==> config.mk <==
export PLATFORM = sky130hd
export DESIGN_NAME = priority_thread_scheduler
export DESIGN_NICKNAME = d
export VERILOG_FILES = /design/src/hw/rtl/pts_pkg.sv /design/src/hw/rtl/pts_cell.sv /design/src/hw/rtl/pts_sem.sv /design/src/hw/rtl/priority_thread_scheduler.sv
export SDC_FILE = /design/constraint.sdc
export NUM_CORES = 2
export LEC_CHECK = 0
export BUFFER_PORTS_ARGS = -buffer_cell sky130_fd_sc_hd__buf_2
export CORE_MARGIN = 2
export CORE_UTILIZATION = 44
export DETAILED_ROUTE_END_ITERATION = 16
export SLEW_MARGIN = 5
export SYNTH_ARGS = -nofsm -noshare
export SYNTH_HDL_FRONTEND = slang
export SYNTH_SLANG_ARGS = --single-unit
==> constraint.sdc <==
create_clock -name clk -period 7.8 [get_ports clk]
set_clock_uncertainty 0.15 [all_clocks]
set_input_delay 1.56 -clock clk [delete_from_list [all_inputs] [get_ports clk]]
set_output_delay 1.56 -clock clk [all_outputs]
set_load 0.05 [all_outputs]
==> src/hw/rtl/pts_pkg.sv <==
`default_nettype none
package pts_pkg;

  // fixed field widths
  localparam int PICK_W    = 4;   // widest thread index over the supported ring sizes
  localparam int SEM_IDX_W = 3;
  localparam int CNT_W     = 32;
  localparam int PRIO_W    = 8;
  localparam int MAX_SEMS  = 8;   // semaphores reachable through a 3-bit index

  localparam logic [PRIO_W-1:0] NEVER_PRIO = 8'hFF;
  localparam logic signed [CNT_W-1:0] CNT_MAX = 32'sh7FFF_FFFF;
  localparam logic signed [CNT_W-1:0] CNT_MIN = 32'sh8000_0000;

  // operation codes on the input channel
  typedef enum logic [2:0] {
    OP_TICK   = 3'd0,
    OP_SCHED  = 3'd1,
    OP_SLEEP  = 3'd2,
    OP_WAIT   = 3'd3,
    OP_SIGNAL = 3'd4,
    OP_INIT   = 3'd5
  } op_t;

  // commands broadcast to the thread cells
  typedef enum logic [2:0] {
    CELL_IDLE,
    CELL_TICK,
    CELL_SLEEP,
    CELL_BLOCK,
    CELL_WAKE,
    CELL_SEED,
    CELL_STEP
  } cell_op_t;

  typedef enum logic {
    SCAN_SCHED,
    SCAN_SIGNAL
  } scan_mode_t;

  typedef enum logic [1:0] {
    SEM_HOLD,
    SEM_DEC,
    SEM_INC,
    SEM_LOAD
  } sem_op_t;

  typedef enum logic [2:0] {
    ST_IDLE,
    ST_EXEC,
    ST_SCAN,
    ST_FINISH,
    ST_OUT
  } state_t;

  typedef struct packed {
    cell_op_t               op;
    logic [PICK_W-1:0]      target;
    scan_mode_t             mode;
    logic [SEM_IDX_W-1:0]   sem;
    logic [CNT_W-1:0]       sleep;
  } cell_cmd_t;

  // partial result carried from cell to cell around the ring
  typedef struct packed {
    logic                found;
    logic [PRIO_W-1:0]   best;
    logic [PICK_W-1:0]   pick;
  } scan_t;

endpackage
`default_nettype wire

==> src/hw/rtl/pts_cell.sv <==
`default_nettype none
module pts_cell import pts_pkg::*; #(
  parameter int INDEX = 0
) (
  input  wire logic              clk,
  input  wire logic              rst,
  input  wire logic [PRIO_W-1:0] prio,
  input  wire cell_cmd_t         cmd,
  input  wire logic              prev_tok,
  input  wire scan_t             prev_scan,
  output logic                   tok,
  output scan_t                  scan
);

  localparam logic [PICK_W-1:0] MY_ID = PICK_W'(INDEX);

  logic [CNT_W-1:0]     sleep_left;
  logic                 blocked;
  logic [SEM_IDX_W-1:0] blocked_sem;

  logic  hit;
  logic  ready;
  scan_t scan_next;

  assign hit   = (cmd.target == MY_ID);
  assign ready = !blocked && (sleep_left == '0);

  // fold this thread into the partial result from the neighbor
  always_comb begin
    scan_next = prev_scan;
    case (cmd.mode)
      SCAN_SCHED: begin
        if (ready && (prio < prev_scan.best)) begin
          scan_next.found = 1'b1;
          scan_next.best  = prio;
          scan_next.pick  = MY_ID;
        end
      end
      SCAN_SIGNAL: begin
        if (!prev_scan.found && blocked && (blocked_sem == cmd.sem)) begin
          scan_next.found = 1'b1;
          scan_next.pick  = MY_ID;
        end
      end
      default: scan_next = prev_scan;
    endcase
  end

  // thread state and scan token
  always_ff @(posedge clk) begin
    if (rst) begin
      sleep_left  <= '0;
      blocked     <= 1'b0;
      blocked_sem <= '0;
      tok         <= 1'b0;
    end else begin
      case (cmd.op)
        CELL_TICK: begin
          if (sleep_left != '0) sleep_left <= sleep_left - 1'b1;
        end
        CELL_SLEEP: begin
          if (hit) sleep_left <= cmd.sleep;
        end
        CELL_BLOCK: begin
          if (hit) begin
            blocked     <= 1'b1;
            blocked_sem <= cmd.sem;
          end
        end
        CELL_WAKE: begin
          if (hit) begin
            blocked     <= 1'b0;
            blocked_sem <= '0;
          end
        end
        CELL_SEED: tok <= hit;
        CELL_STEP: tok <= prev_tok;
        default: ;
      endcase
    end
  end

  // scan payload, seeded at the running thread, passed on behind the token
  always_ff @(posedge clk) begin
    if (cmd.op == CELL_SEED && hit) begin
      scan.found <= 1'b0;
      scan.best  <= NEVER_PRIO;
      scan.pick  <= MY_ID;
    end else if (cmd.op == CELL_STEP && prev_tok) begin
      scan <= scan_next;
    end
  end

endmodule
`default_nettype wire

==> src/hw/rtl/pts_sem.sv <==
`default_nettype none
module pts_sem import pts_pkg::*; #(
  parameter int SEM_N = 8
) (
  input  wire logic                    clk,
  input  wire logic                    rst,
  input  wire logic [SEM_IDX_W-1:0]    idx,
  input  wire sem_op_t                 op,
  input  wire logic signed [CNT_W-1:0] wdata,
  output logic                         ok,
  output logic signed [CNT_W-1:0]      nxt
);

  localparam int SW = (SEM_N > 1) ? $clog2(SEM_N) : 1;

  logic signed [CNT_W-1:0] cnt [SEM_N];
  logic signed [CNT_W-1:0] cur;

  assign ok  = (int'(idx) < SEM_N);
  assign cur = ok ? cnt[idx[SW-1:0]] : '0;

  // count update: saturating decrement or increment, or a load
  always_comb begin
    case (op)
      SEM_DEC:  nxt = (cur == CNT_MIN) ? cur : cur - 1'b1;
      SEM_INC:  nxt = (cur == CNT_MAX) ? cur : cur + 1'b1;
      SEM_LOAD: nxt = wdata;
      default:  nxt = cur;
    endcase
  end

  always_ff @(posedge clk) begin
    if (rst) begin
      for (int i = 0; i < SEM_N; i++) cnt[i] <= '0;
    end else if (ok && op != SEM_HOLD) begin
      cnt[idx[SW-1:0]] <= nxt;
    end
  end

endmodule
`default_nettype wire

==> src/hw/rtl/priority_thread_scheduler.sv <==
`default_nettype none
// sequence: an op that needs no ring scan passes through EXEC and then OUT, where its result is
// registered; a schedule, and a signal that leaves its count at or below zero, go through
// EXEC, SCAN, FINISH and OUT: the token walks the ring of cells one thread per cycle, then FINISH
// applies the pick. One operation in flight; the next transfer is taken the cycle after the
// result is loaded, and the load waits in OUT while out_stall holds a pending result
// reset (rst, synchronous): thread 0 runs, no sleep, no thread blocked, counts and priorities 0
module priority_thread_scheduler import pts_pkg::*; #(
  parameter int THREADS    = 8,
  parameter int SEMAPHORES = 8
) (
  input  wire logic                clk,
  input  wire logic                rst,
  input  wire logic                cfg_wr_en,
  input  wire logic [63:0]         cfg_wr_data,
  input  wire logic                in_valid,
  output logic                     in_stall,
  input  wire logic [2:0]          op,
  input  wire logic [2:0]          sem_index,
  input  wire logic [31:0]         sleep_ms,
  input  wire logic signed [31:0]  init_count,
  output logic                     out_valid,
  input  wire logic                out_stall,
  output logic [2:0]               running_thread,
  output logic                     must_suspend,
  output logic signed [31:0]       sem_value,
  output logic                     woken_valid,
  output logic [2:0]               woken_thread,
  output logic                     signal_error
);

  localparam int TW    = $clog2(THREADS);
  localparam int SCW   = $clog2(THREADS + 1);
  localparam int SEM_N = (SEMAPHORES < MAX_SEMS) ? SEMAPHORES : MAX_SEMS;

  state_t state, state_next;

  logic [63:0]            prio_cfg;
  logic [TW-1:0]          current, current_next;
  logic [TW+2:0]          cur_wide;
  logic [SCW-1:0]         scan_cnt;
  op_t                    op_r;
  logic [SEM_IDX_W-1:0]   sem_r;
  logic [CNT_W-1:0]       sleep_r;
  logic signed [CNT_W-1:0] init_r;

  logic                    res_suspend, res_suspend_next;
  logic signed [CNT_W-1:0] res_sem, res_sem_next;
  logic                    res_woken_valid, res_woken_valid_next;
  logic [2:0]              res_woken, res_woken_next;
  logic                    res_err, res_err_next;
  logic                    out_load;

  cell_cmd_t               cmd;
  sem_op_t                 sem_op;
  logic                    sem_ok;
  logic signed [CNT_W-1:0] sem_nxt;
  logic                    sem_nonpos;
  logic                    scan_last;
  scan_t                   scan_res;

  logic [THREADS-1:0]      toks;
  scan_t                   scans [THREADS];

  assign cur_wide   = {3'b000, current};
  assign sem_nonpos = sem_nxt[CNT_W-1] || (sem_nxt == '0);
  assign scan_last  = (scan_cnt == SCW'(THREADS - 1));
  assign scan_res   = scans[current];

  // ring of thread cells
  for (genvar i = 0; i < THREADS; i++) begin : g_cell
    localparam int PREV = (i == 0) ? THREADS - 1 : i - 1;
    logic [PRIO_W-1:0] prio;
    if (i < 8) begin : g_prio
      assign prio = prio_cfg[PRIO_W*i +: PRIO_W];
    end else begin : g_never
      assign prio = NEVER_PRIO;
    end
    pts_cell #(
      .INDEX (i)
    ) u_cell (
      .clk       (clk),
      .rst       (rst),
      .prio      (prio),
      .cmd       (cmd),
      .prev_tok  (toks[PREV]),
      .prev_scan (scans[PREV]),
      .tok       (toks[i]),
      .scan      (scans[i])
    );
  end

  // semaphore counts
  pts_sem #(
    .SEM_N (SEM_N)
  ) u_sem (
    .clk   (clk),
    .rst   (rst),
    .idx   (sem_r),
    .op    (sem_op),
    .wdata (init_r),
    .ok    (sem_ok),
    .nxt   (sem_nxt)
  );

  // semaphore update, only while executing
  always_comb begin
    sem_op = SEM_HOLD;
    if (state == ST_EXEC) begin
      case (op_r)
        OP_WAIT:   sem_op = SEM_DEC;
        OP_SIGNAL: sem_op = SEM_INC;
        OP_INIT:   sem_op = SEM_LOAD;
        default:   sem_op = SEM_HOLD;
      endcase
    end
  end

  // next state
  always_comb begin
    state_next = state;
    case (state)
      ST_IDLE: if (in_valid) state_next = ST_EXEC;
      ST_EXEC: begin
        case (op_r)
          OP_SCHED:  state_next = ST_SCAN;
          OP_SIGNAL: state_next = (sem_ok && sem_nonpos) ? ST_SCAN : ST_OUT;
          default:   state_next = ST_OUT;
        endcase
      end
      ST_SCAN:   if (scan_last) state_next = ST_FINISH;
      ST_FINISH: state_next = ST_OUT;
      ST_OUT:    if (!out_valid || !out_stall) state_next = ST_IDLE;
      default:   state_next = ST_IDLE;
    endcase
  end

  // state machine outputs
  always_comb begin
    in_stall             = 1'b1;
    out_load             = 1'b0;
    current_next         = current;
    res_suspend_next     = res_suspend;
    res_sem_next         = res_sem;
    res_woken_valid_next = res_woken_valid;
    res_woken_next       = res_woken;
    res_err_next         = res_err;
    cmd.op               = CELL_IDLE;
    cmd.target           = PICK_W'(current);
    cmd.mode             = (op_r == OP_SIGNAL) ? SCAN_SIGNAL : SCAN_SCHED;
    cmd.sem              = sem_r;
    cmd.sleep            = sleep_r;
    case (state)
      ST_IDLE: in_stall = 1'b0;
      ST_EXEC: begin
        res_suspend_next     = 1'b0;
        res_sem_next         = sem_ok ? sem_nxt : '0;
        res_woken_valid_next = 1'b0;
        res_woken_next       = '0;
        res_err_next         = 1'b0;
        case (op_r)
          OP_TICK:  cmd.op = CELL_TICK;
          OP_SCHED: cmd.op = CELL_SEED;
          OP_SLEEP: begin
            cmd.op           = CELL_SLEEP;
            res_suspend_next = 1'b1;
          end
          OP_WAIT: begin
            if (sem_ok && sem_nxt[CNT_W-1]) begin
              cmd.op           = CELL_BLOCK;
              res_suspend_next = 1'b1;
            end
          end
          OP_SIGNAL: begin
            if (sem_ok && sem_nonpos) cmd.op = CELL_SEED;
          end
          default: ;
        endcase
      end
      ST_SCAN: cmd.op = CELL_STEP;
      ST_FINISH: begin
        if (op_r == OP_SCHED) begin
          current_next = scan_res.pick[TW-1:0];
        end else if (scan_res.found) begin
          cmd.op               = CELL_WAKE;
          cmd.target           = scan_res.pick;
          res_woken_valid_next = 1'b1;
          res_woken_next       = scan_res.pick[2:0];
        end else begin
          res_err_next = 1'b1;
        end
      end
      ST_OUT: out_load = !out_valid || !out_stall;
      default: ;
    endcase
  end

  // control registers
  always_ff @(posedge clk) begin
    if (rst) begin
      state     <= ST_IDLE;
      current   <= '0;
      prio_cfg  <= '0;
      out_valid <= 1'b0;
      scan_cnt  <= '0;
    end else begin
      state   <= state_next;
      current <= current_next;
      if (cfg_wr_en) prio_cfg <= cfg_wr_data;
      if (out_load) begin
        out_valid <= 1'b1;
      end else if (!out_stall) begin
        out_valid <= 1'b0;
      end
      if (state == ST_EXEC) begin
        scan_cnt <= '0;
      end else if (state == ST_SCAN) begin
        scan_cnt <= scan_cnt + 1'b1;
      end
    end
  end

  // captured operation and result payload
  always_ff @(posedge clk) begin
    if (state == ST_IDLE && in_valid) begin
      op_r    <= op_t'(op);
      sem_r   <= sem_index;
      sleep_r <= sleep_ms;
      init_r  <= init_count;
    end
    res_suspend     <= res_suspend_next;
    res_sem         <= res_sem_next;
    res_woken_valid <= res_woken_valid_next;
    res_woken       <= res_woken_next;
    res_err         <= res_err_next;
    if (out_load) begin
      running_thread <= cur_wide[2:0];
      must_suspend   <= res_suspend;
      sem_value      <= res_sem;
      woken_valid    <= res_woken_valid;
      woken_thread   <= res_woken;
      signal_error   <= res_err;
    end
  end

endmodule
`default_nettype wire

==> results.md <==
* Nets in the synthesized netlist at slightly below 5,000
* Slew headroom at 0.169
* CP peak stage delay at 0.82 ns
* Number of DRC violations after detailed-routing iteration 0 at between 3,000 and 4,000
* First-pass GRT wire length at around 210,000 µm
* Post-synth design cell area at roughly 44,000 µm²
* Critical path depth in cells at 18
* Worst VDD drop at ~0.00018 V
* Syn Inst Count at between 4,000 and 5,000
* Non-filler instance count after layout at between 6,000 and 7,000
* Path depth of the worst reg2reg path at 18
* CP Launch Type: flop
* Max Root-Sink Buffers at 3
* Initial antenna violation count at 2
* FFs w/ async S/R, synth at 0
* Static Leakage at around 0.018 µW
* Worst slew pin tran at around 1.2 ns
* Final Routed Wirelength at approximately 140,000 µm
* Initial core utilization at 0.445
* Tot Pwr at ~12,000 µW
* Count leader, synth: nor2_1
* Quantity of hold-fixing buffers added after cts at 0
* Final hold violation count at 0
* Share of synthesized area occupied by flip-flops and latches at 0.494
* Global-route congestion overflow total at 0
* Cell area after placement at between 40,000 and 50,000 µm²
* Fraction of synthesized area in multiplexers at 0.0859
* Detailed route wirelength on metal3 at roughly 9100 µm
* Startpoint-to-endpoint class of the critical path: reg2reg
* Via count of the first global-routing pass at approximately 34,000
* Count of flip-flops with a built-in enable after synthesis at about 400
* Number of buffers inserted by post-CTS setup repair at 0
* Count of max-cap constraint violations at 0
* TritonRoute pass-1 iters at 6
* Aggregate global-route resource usage at 0.259
* Reg clk slew, reported paths at about 0.06 ns
* Dominant combinational cell family by area after synthesis: simple AND/OR/NAND/NOR gates
* Detail Placement HPWL at between 90,000 and 100,000 µm
* Synth top area share at 0.277
* CP Data Arrival Time at about 7.4 ns
* Accumulated negative setup slack at 0 ns
* Sequence of cells on the critical path: buf_4 > mux4_2 > mux2i_4 > inv_1 > ha_1 > inv_1 > nor4_1 > and4_1 > and3_1 > o221ai_1 > a22oi_2 > and4_1 > nand4_1 > or4b_2 > nor3_4 > or2_1 > buf_4 > a221oi_1
* Post-synthesis cell type with the largest combined area: edfxtp_1
* Routed length on met1 at 59,400 µm
* Total power density per cell area at between 200 and 250 nW/µm²
* Root Buffer: clkbuf_16
* Reg-to-reg endpoint: g_cell[0].u_cell.scan[12]$_SDFFE_PP0P_
* Status: finished clean
* Post-synth top flop: dfxtp_1
* Main area contributors after synthesis: edfxtp_1, dfxtp_1, nor2_1, mux2i_1, mux4_2
* Placer congestion estimate at approximately 1
* Number of buffers created by CTS at 96
* Type of the tightest min-delay check: reg2reg
* Fraction of layout instances using a drive strength above 1 at 0.132
* TritonCTS clock tree: yes
* Family with the most delay on the worst path: simple AND/OR/NAND/NOR gates
* Residual DRC count at 0
* Uppermost metal layer occupied by signal nets: met4
* Worst path buffer plus inverter count at 4
* Synthesized-area fraction occupied by xor and xnor cells at 0.00837
* Via count normalized by instance count at around 6.0
* Post-layout util at 0.501
* Number of clock sinks at ~880
* Antenna viol nets, final at 0
* Count of state elements after synthesis at a little under 900
* Row Count at approximately 120
* Top cells by count, synth: nor2_1, dfxtp_1, edfxtp_1
* Height of the chip at ~320 µm
* Post-synthesis average cell area at 9.52 µm²
* Worst Path Required at ~8 ns
* Count of final setup violators at 0
* Warning count from the yosys run at 0
* Area delta synth->final at 12.4%
* Minimum period implied by the final worst setup slack at approximately 7.0 ns
* Maximum fanout count along the critical path at 29
* Unrepaired setup endpoints after global routing: false
* Clock network latency to the later pin of the worst-skew pair at 0.70 ns
* Final clock period utilization by the worst path at 0.904
* Setup crit end: g_cell[0].u_cell.scan[12]$_SDFFE_PP0P_
* Placed cell count at roughly 6,000
* FF-to-FF setup slack at approximately 0.75 ns
* Achievable Freq at ~140 MHz
* Post-detailed-route wirelength per cell at around 22 µm
* WL met2 at around 64,000 µm
* Synth Area in Compound Gates at 0.163
* Worst path slowest cell: or4b_2
* Horizontal die dimension at ~320 µm
* Core region area at a little under 100,000 µm²
* Min-delay src: res_sem[9]$_DFFE_PP_
* Port Buf Inserts at about 180
* Count of vias placed by the detailed router at 36,400
* Final cell area excluding filler cells at around 49,000 µm²
* Arithmetic-cell share of the synthesized area counting full adders, half adders and majority gates at 0.0194
* H-tree lvl count at 3
* Maximum number of pins on one net before global-route repair at ~170
* Pins Over Slew Limit at 0
* Simple-gate portion of the synthesized area at 0.186
* Distinct cells, synth at 102
* Cts repair resizes at 0
* Area of the die at approximately 100,000 µm²
* Fin nets at around 4,900
* Number of top-level pins at 182
* Critical Path Sink Type: flop
report_power, final:
group	total, µW	leakage (µW)	internal (µW)	switching [µW]
Sequential	5180	0.00792	5030	151
Combinational	1840	0.00851	653	1190
Clock	4790	0.00160	2800	1980
Total	11800	0.0180	8490	3320
logic make-up (layout without fill, tap and decap cells):
logic type	count (synthesis)	in the layout
xor+xnor	42	42
buf+inv	462	610
fa+ha+maj	68	68
compound gates	1133	1133
flops	883	883
mux	279	279
simple gates	1751	1751
other cells	0	1
flip-flops by register name (all words and copies together), names as in the netlist, 3 cells and up, named ones only:
register                   cells
current                        3
g_cell.u_cell.blocked          8
g_cell.u_cell.blocked_sem     24
g_cell.u_cell.scan           104
g_cell.u_cell.sleep_left     256
g_cell.u_cell.tok              8
init_r                        32
op_r                           3
prio_cfg                      64
res_sem                       32
res_woken                      3
running_thread                 3
scan_cnt                       4
sem_r                          3
sem_value                     32
sleep_r                       32
state                          3
u_sem.cnt                    256
woken_thread                   3
placed cells by master (no fill, tap or decap), types with 14 or more instances in the layout:
cell | synthesis | routed
clkinv_2 | 0 | 17
o22ai_1 | 39 | 39
ha_1 | 68 | 68
a21oi_1 | 327 | 325
xnor2_1 | 23 | 23
nand3_1 | 48 | 47
xor2_1 | 19 | 19
buf_4 | 11 | 91
mux4_2 | 74 | 74
nand2b_1 | 66 | 58
nor3_1 | 216 | 214
edfxtp_1 | 405 | 405
nor2b_1 | 24 | 24
o21ai_0 | 254 | 253
a22oi_1 | 91 | 91
o31ai_1 | 62 | 62
and2_1 | 14 | 14
clkbuf_16 | 0 | 96
nand3b_1 | 16 | 16
nand2_1 | 329 | 329
nand4_1 | 36 | 36
or2_2 | 18 | 18
mux2i_1 | 177 | 177
a31oi_1 | 84 | 84
clkbuf_1 | 263 | 18
o211ai_1 | 35 | 35
nor2_1 | 753 | 742
or3_1 | 75 | 75
inv_1 | 154 | 154
a21o_1 | 16 | 16
o21ai_1 | 14 | 15
o41ai_1 | 18 | 18
and3_1 | 19 | 19
nor4_1 | 47 | 47
buf_2 | 13 | 179
or4_1 | 33 | 33
dfxtp_1 | 478 | 475
o221ai_1 | 36 | 36
mux2_2 | 25 | 25
a211oi_1 | 54 | 54
how the worst min path moves through the flow:
stage,end,slack [ns],cells after the start
finish,sem_value[9]$_DFFE_PP_,0.27,0
global route,sem_value[6]$_DFFE_PP_,0.27,0
detailed placement,sem_value[16]$_DFFE_PP_,0.25,0
CTS,sem_value[16]$_DFFE_PP_,0.27,0
global placement,sem_value[18]$_DFFE_PP_,0.25,0
floorplan,must_suspend$_DFFE_PP_,0.25,0
cell type report:
type,instances,area (µm²)
Clock buffer,123,2590
Tap cell,1287,1610
Fill cell,9106,49300
Timing Repair Buffer,276,1690
Multi-Input combinational cell,3273,20500
Antenna cell,1,2.50
Clock inverter,56,712
Inverter,155,582
Sequential cell,883,21700
through the flow:
stage	hold WS [ns]	setup WS (ns)
after floorplan	0.250	2.22
after detailed placement	0.255	0.958
after global routing	0.270	0.384
after CTS	0.268	0.915
after global placement	0.250	1.07
final	0.267	0.751
per-layer routing:
layer / vias to the layer above / GRT usage
met3: 192 / 0.0403
met2: 1288 / 0.422
met4: 0 / 0.0655
li1: 17200 / -
met1: 17800 / 0.359
met5: - / 0
worst reg2reg max path, delay by kind of cell, from the launching register on:
| family | cells | cell delay [ns] |
|---|---|---|
| AOI/OAI and AO/OA | 3 | 0.87 |
| adders and majority gates | 1 | 0.19 |
| buffers and inverters | 4 | 0.78 |
| DFF | 1 | 0.74 |
| muxes | 2 | 0.38 |
| and+or+nand+nor | 8 | 3.76 |
Power figures use the tool's default switching activity.
